File: config.mk
export PLATFORM = sky130hd
export DESIGN_NAME = thermometer_scratchpad_decoder
export DESIGN_NICKNAME = d
export VERILOG_FILES = /design/src/rtl/core/tsd_pkg.sv /design/src/rtl/core/thermometer_scratchpad_decoder.sv /design/src/rtl/core/tsd_convert.sv
export SDC_FILE = /design/constraint.sdc
export NUM_CORES = 1
export LEC_CHECK = 0
export BUFFER_PORTS_ARGS = -buffer_cell sky130_fd_sc_hd__buf_2
export CAP_MARGIN = 40
export CELL_PAD_IN_SITES_DETAIL_PLACEMENT = 1
export CELL_PAD_IN_SITES_GLOBAL_PLACEMENT = 2
export CORE_MARGIN = 2
export CORE_UTILIZATION = 35
export CTS_CLUSTER_SIZE = 24
export DETAILED_ROUTE_END_ITERATION = 10
export PLACE_DENSITY = 0.77
export SYNTH_ARGS = -nofsm -noshare
export SYNTH_HDL_FRONTEND = slang
export SYNTH_SLANG_ARGS = --single-unit
export TNS_END_PERCENT = 50
File: constraint.sdc
create_clock -name clock -period 5.8 [get_ports clock]
set_clock_uncertainty 0.1 [all_clocks]
set_input_delay 0.87 -clock clock [delete_from_list [all_inputs] [get_ports clock]]
set_output_delay 0.87 -clock clock [all_outputs]
set_load 0.005 [all_outputs]
File: src/rtl/core/tsd_pkg.sv
// ----------------------------------------------------------------------------
// tsd_pkg: shared definitions for the thermometer scratchpad decoder
// Frame layout constants, field widths and the CRC-8 byte update.
// ----------------------------------------------------------------------------
package tsd_pkg;

   // Scratchpad frame layout.
   localparam int FRAME_BYTES   = 9;
   localparam int POS_W         = 4;
   localparam logic [POS_W-1:0] POS_TEMP_LSB = 4'd0;
   localparam logic [POS_W-1:0] POS_TEMP_MSB = 4'd1;
   localparam logic [POS_W-1:0] POS_REMAIN   = 4'd6;
   localparam logic [POS_W-1:0] POS_LAST     = 4'(FRAME_BYTES - 1);

   // Conversion constants.
   localparam int TICKS_PER_DEG  = 16;
   localparam int QUARTER_OFFSET = TICKS_PER_DEG / 4;

   // Field widths.
   localparam int BYTE_W    = 8;
   localparam int CENTI_W   = 19;
   localparam int REQ_TDATA_W = 8;
   localparam int RSP_TDATA_W = 24;

   // CRC-8, reflected polynomial 0x8C, one byte per call.
   localparam logic [7:0] CRC_POLY = 8'h8C;

   function automatic logic [7:0] crc8_update(input logic [7:0] crc,
                                              input logic [7:0] data);
      logic [7:0] c;
      c = crc ^ data;
      for (int k = 0; k < 8; k++) begin
         if (c[0]) begin
            c = (c >> 1) ^ CRC_POLY;
         end else begin
            c = c >> 1;
         end
      end
      return c;
   endfunction

endpackage

File: src/rtl/core/thermometer_scratchpad_decoder.sv
// ----------------------------------------------------------------------------
// thermometer_scratchpad_decoder: one-wire thermometer scratchpad decoder
// Checks the CRC-8 of a nine-byte scratchpad and converts the temperature.
// ----------------------------------------------------------------------------
// Usage:
// The req channel carries one scratchpad byte per word, bytes 0 to 8 in
// order. The CRC runs over every byte; bytes 0, 1 and 6 are kept. After the
// ninth byte one word leaves on the rsp channel: the temperature in
// hundredths of a degree in tdata and the frame status in tuser (1 = CRC
// good, 0 = CRC error with a temperature of zero). The byte count and CRC
// then restart for the next frame.
// A byte is taken into an input register; when the ninth byte of a frame
// advances from it, the frame's result is loaded into the result register.
// The block accepts one byte every cycle; the single result register sits
// between the sides, so input keeps flowing while a result waits. Only when
// a result is stalled and another frame completes does req_tready drop.
// A synchronous reset empties both registers and restarts the frame count.
// ----------------------------------------------------------------------------
module thermometer_scratchpad_decoder (
   input  logic                                clock,
   input  logic                                reset,
   // Input stream: [7:0] data_byte.
   input  logic                                req_tvalid,
   output logic                                req_tready,
   input  logic [tsd_pkg::REQ_TDATA_W-1:0]     req_tdata,
   // Result stream: [18:0] temperature_centi, [23:19] zero.
   output logic                                rsp_tvalid,
   input  logic                                rsp_tready,
   output logic [tsd_pkg::RSP_TDATA_W-1:0]     rsp_tdata,
   // Result flag: [0] frame_status.
   output logic                                rsp_tuser
);

   logic                               in_vld_ff, in_vld_in;
   logic [tsd_pkg::BYTE_W-1:0]         in_byte_ff;
   logic [7:0]                         crc_ff, crc_in;
   logic [tsd_pkg::POS_W-1:0]          pos_ff, pos_in;
   logic [tsd_pkg::BYTE_W-1:0]         lsb_ff, msb_ff, remain_ff;
   logic                               rsp_vld_ff, rsp_vld_in;
   logic signed [tsd_pkg::CENTI_W-1:0] temp_ff, temp_in;
   logic                               status_ff, status_in;
   logic                               is_last;
   logic                               advance;
   logic [7:0]                         crc_next;
   logic signed [tsd_pkg::CENTI_W-1:0] conv_centi;

   // Stage control: the held byte advances unless its result has nowhere to go.
   assign is_last    = (pos_ff >= tsd_pkg::POS_LAST);
   assign advance    = in_vld_ff && (!is_last || !rsp_vld_ff || rsp_tready);
   assign req_tready = !in_vld_ff || advance;
   assign in_vld_in  = req_tvalid ? 1'b1 : (advance ? 1'b0 : in_vld_ff);

   // Running CRC and frame position.
   assign crc_next = tsd_pkg::crc8_update(crc_ff, in_byte_ff);

   always_comb begin
      crc_in = crc_ff;
      pos_in = pos_ff;
      if (advance) begin
         if (is_last) begin
            crc_in = 8'h00;
            pos_in = '0;
         end else begin
            crc_in = crc_next;
            pos_in = pos_ff + 1'b1;
         end
      end
   end

   // Temperature conversion from the kept bytes.
   tsd_convert u_convert (
      .temp_lsb     (lsb_ff),
      .temp_msb     (msb_ff),
      .remain_count (remain_ff),
      .temp_centi   (conv_centi)
   );

   // Result register load and drain.
   assign status_in  = (crc_next == 8'h00);
   assign temp_in    = status_in ? conv_centi : '0;
   assign rsp_vld_in = (advance && is_last) ? 1'b1 : (rsp_tready ? 1'b0 : rsp_vld_ff);

   // Control registers.
   always_ff @(posedge clock) begin
      if (reset) begin
         in_vld_ff  <= 1'b0;
         crc_ff     <= 8'h00;
         pos_ff     <= '0;
         rsp_vld_ff <= 1'b0;
      end else begin
         in_vld_ff  <= in_vld_in;
         crc_ff     <= crc_in;
         pos_ff     <= pos_in;
         rsp_vld_ff <= rsp_vld_in;
      end
   end

   // Payload registers.
   always_ff @(posedge clock) begin
      if (req_tvalid && req_tready) begin
         in_byte_ff <= req_tdata[tsd_pkg::BYTE_W-1:0];
      end
      if (advance) begin
         unique case (pos_ff)
            tsd_pkg::POS_TEMP_LSB: lsb_ff    <= in_byte_ff;
            tsd_pkg::POS_TEMP_MSB: msb_ff    <= in_byte_ff;
            tsd_pkg::POS_REMAIN:   remain_ff <= in_byte_ff;
            default: ;
         endcase
      end
      if (advance && is_last) begin
         temp_ff   <= temp_in;
         status_ff <= status_in;
      end
   end

   // Result port.
   assign rsp_tvalid = rsp_vld_ff;
   assign rsp_tdata  = {{(tsd_pkg::RSP_TDATA_W - tsd_pkg::CENTI_W){1'b0}}, temp_ff};
   assign rsp_tuser  = status_ff;

endmodule

File: src/rtl/core/tsd_convert.sv
// ----------------------------------------------------------------------------
// tsd_convert: scratchpad bytes to hundredths of a degree
// Combines the temperature bytes and count remain into a signed result.
// ----------------------------------------------------------------------------
module tsd_convert (
   input  logic [tsd_pkg::BYTE_W-1:0]          temp_lsb,
   input  logic [tsd_pkg::BYTE_W-1:0]          temp_msb,
   input  logic [tsd_pkg::BYTE_W-1:0]          remain_count,
   output logic signed [tsd_pkg::CENTI_W-1:0]  temp_centi
);

   logic [15:0]        raw_word;
   logic [15:0]        raw_shift;
   logic signed [17:0] value;
   logic signed [20:0] value_x10;
   logic signed [16:0] value_div;
   logic signed [20:0] centi_wide;

   // Raw reading with the half-degree bit dropped, scaled to 1/16 degree.
   assign raw_word  = {temp_msb, temp_lsb[7:1], 1'b0};
   assign raw_shift = {raw_word[12:0], 3'b000};

   // Add the count-remain correction: raw - 0.25 C + 1 C - remain_count.
   assign value = signed'({{2{raw_shift[15]}}, raw_shift})
                + 18'(tsd_pkg::TICKS_PER_DEG) - 18'(tsd_pkg::QUARTER_OFFSET)
                - signed'({10'b0, remain_count});

   // Multiply by ten, floor-divide by sixteen, multiply by ten again.
   assign value_x10  = (21'(value) <<< 3) + (21'(value) <<< 1);
   assign value_div  = 17'(value_x10 >>> 4);
   assign centi_wide = (21'(value_div) <<< 3) + (21'(value_div) <<< 1);
   assign temp_centi = centi_wide[tsd_pkg::CENTI_W-1:0];

endmodule

==> flow_metrics.py <==
metrics = {
    "setup_path": {
        "max_stage_delay_ps": 470,
        "worstReg2RegStart": "lsb_ff[1]",
        "r2r_slack_ps": -660,
        "required_ps": 5780,
        "crit_end": "temp_ff[18]",
        "crit_path_start": "lsb_ff[1]",
        "rr_worst_depth": 28,
        "reg2reg_to": "temp_ff[18]",
        "crit_arrival_ps": 6440,
        "worst-path-stages": 28,
        "start_kind": "flip-flop",
        "critPathCaptureType": "flip-flop",
        "cp_max_fo": 3,
        "slowest_stage": "edfxtp_1",
        "cp.buffers_inverters": 4,
        "critPathKind": "reg -> reg",
        "crit_family": "compound AO/OA/AOI/OAI gates",
    },
    "drt": {
        "vias": 4233,
        "first_pass_iters": 4,
        "routed_wl_mm": 12.9,
        "ant_nets": 0,
        "drc": 0,
        "viasPerCell": 5.03,
        "first_iter_violations": 141,
        "wl_per_cell_um": 15.3,
    },
    "yosys": {
        "syn_inst": 509,
        "ys_seq_area_frac": 0.349,
        "async_flop_share": 0,
        "synth.distinct_cells": 69,
        "yosys_warnings": 0,
        "avgSynthCellArea_um2": 9.51,
        "syn-cell-area_mm2": 0.00484,
        "synth_ff_type": "edfxtp_1",
        "synth-edff-count": 47,
        "ys_ff_latch": 61,
    },
    "cells_and_area": {
        "stdcell_count": 841,
        "drive_above_1_share": 0.343,
        "final_nets": 723,
        "antennaDiodeCount": 0,
        "syn_to_final_growth_pct": 37.1,
        "final_common_cell": "buf_4",
        "post-route-cell-area_mm2": 0.00664,
        "final_cell_mix": "buf_4 (119), nor2_1 (47), edfxtp_1 (47), ha_1 (43), xnor2_1 (40)",
    },
    "global_routing": {
        "grt_max_degree": 19,
        "grt_pass1_wl_mm": 21.0,
        "grt.overflow.total": 0,
        "grt_pass1_vias": 4542,
        "grt_usage": 0.178,
        "antenna_found_initial": 0,
    },
    "job": {
        "max-cap-violations": 0,
    },
    "min_path": {
        "hold_class": "reg -> reg",
        "hold_depth": 0,
    },
    "timing": {
        "timing.hold.ws_ps": 413,
        "fmaxAchievable_mhz": 155,
        "worst_slack_ps": -662,
        "timing_hold_violations_final": 0,
        "rsz0062_at_grt": "yes",
        "setup_viol": 2,
        "drv_slew": 0,
        "tns_ps": -866,
        "period_minus_slack_ps": 6460,
        "worstMarginPinSlew_ps": 829,
        "slew-limit-headroom": 0.446,
        "fin_crit_sh": 1.11,
    },
    "floorplanning": {
        "die-area_mm2": 0.0148,
        "ios": 39,
        "core_area_mm2": 0.0134,
        "die_height_um": 122,
        "die_w_um": 122,
        "start_util": 0.361,
        "row_count": 42,
    },
    "cts": {
        "clk_latency_ps": 340,
        "cts_inserted_buffers": 9,
        "cts_max_level": 3,
        "cts_tree": "done",
        "cts.clk_slew.worst_paths_ps": 60,
        "cts_sinks": 61,
        "cts_root_buffer": "clkbuf_16",
        "clk_path_buf_depth": 2,
    },
    "placement": {
        "hpwl_mm": 9.66,
        "place_area_mm2": 0.00597,
        "port_buffers": 32,
        "dp.cells": 806,
        "gp_congestion": 0.801,
    },
    "power": {
        "ir_drop_uv": 177,
        "power_mw": 2.40,
        "power.leakage_nw": 2.76,
        "powerDensity_mw_per_mm2": 362,
    },
    "outcome": {
        "status": "complete, but fails checks",
        "violations": "setup timing",
    },
}
state kept, by name (all words and copies together), names as in the netlist:
signal,cells
temp_ff,18
crc_ff,8
in_byte_ff,8
remain_ff,8
lsb_ff,7
msb_ff,5
pos_ff,4
in_vld_ff,1
rsp_tuser,1
rsp_tvalid,1
worst reg2reg max path: cells and delay by family, from the launching register on:
family / cells / cell delay, ps
xor+xnor: 2 / 380
fa+ha+maj: 5 / 1310
buf+inv: 4 / 340
mux: 1 / 340
simple gates: 4 / 780
flops: 1 / 470
compound gates: 12 / 2500
cells in the mapped netlist, drive strengths merged, types with 9 or more instances:
master / instances / area [um2]
nor2: 50 / 188
ha: 49 / 613
edfxtp: 47 / 1410
xnor2: 46 / 429
inv: 35 / 131
a21oi: 28 / 144
nand2: 26 / 97.6
o21ai: 21 / 105
xor2: 20 / 175
nand3: 16 / 85.1
dfxtp: 14 / 280
and2: 12 / 77.6
nor3: 12 / 60.1
a21o: 10 / 76.3
buf: 10 / 66.3
clkbuf: 10 / 37.5
a22oi: 9 / 67.6
where the power goes:
part / leakage, nW / internal (mW) / switching, mW
logic: 2.12 / 0.693 / 0.697
registers: 0.508 / 0.495 / 0.0222
clock network: 0.129 / 0.288 / 0.205
total: 2.76 / 1.48 / 0.924
logic make-up (layout without fill, tap and decap cells):
group / after synthesis / in the layout / share of synthesized area
adder cells (fa/ha/maj): 51 / 51 / 0.135
buffers and inverters: 55 / 206 / 0.0486
other: 1 / 6 / 0.000774
XOR/XNOR: 66 / 66 / 0.125
AO/OA/AOI/OAI: 112 / 112 / 0.163
multiplexers: 8 / 8 / 0.0181
AND/OR/NAND/NOR: 155 / 155 / 0.160
flip-flops: 61 / 61 / 0.349
per-layer routing:
layer	share of wire	routed length, um	vias to the layer above	global-route usage
li1	-	-	2121	-
met1	0.42	5420	2060	0.193
met2	0.55	7050	40	0.348
met3	0.022	280	12	0.0360
met4	0.011	137	0	0.0467
met5	0	0	-	0
worst min path at each step:
stage                       start            to  slack (ps)
floorplan           in_byte_ff[6]     lsb_ff[6]         370
global placement        crc_ff[3]     crc_ff[3]         390
detailed placement      pos_ff[1]     pos_ff[1]         410
CTS                     pos_ff[1]     pos_ff[1]         420
global route        in_byte_ff[6]  remain_ff[6]         440
finish              in_byte_ff[6]  remain_ff[6]         410
area by class of cell:
cell class,instances,area (um2)
clock inverter,6,38.8
inverter,35,131
fill,1544,6760
tap,176,220
timing repair buffer,155,1100
sequential,61,1690
clock buffer,10,229
multi-input combinational,398,3230
what timing repair did:
action	CTS	global route
pin swaps	24	32
hold endpoints to repair	0	0
gates resized for setup	25	24
hold buffers	0	0
setup buffers	10	9
setup endpoints to repair	2	5
per-stage QoR:
step	util	worst slack, ps
2_1_floorplan	-	-267
3_3_place_gp	0.443	-447
3_5_place_dp	0.445	-673
4_1_cts	0.479	-423
5_1_grt	0.495	-970
6_report	0.495	-662
No activity file was read; power rests on OpenSTA's default activity.
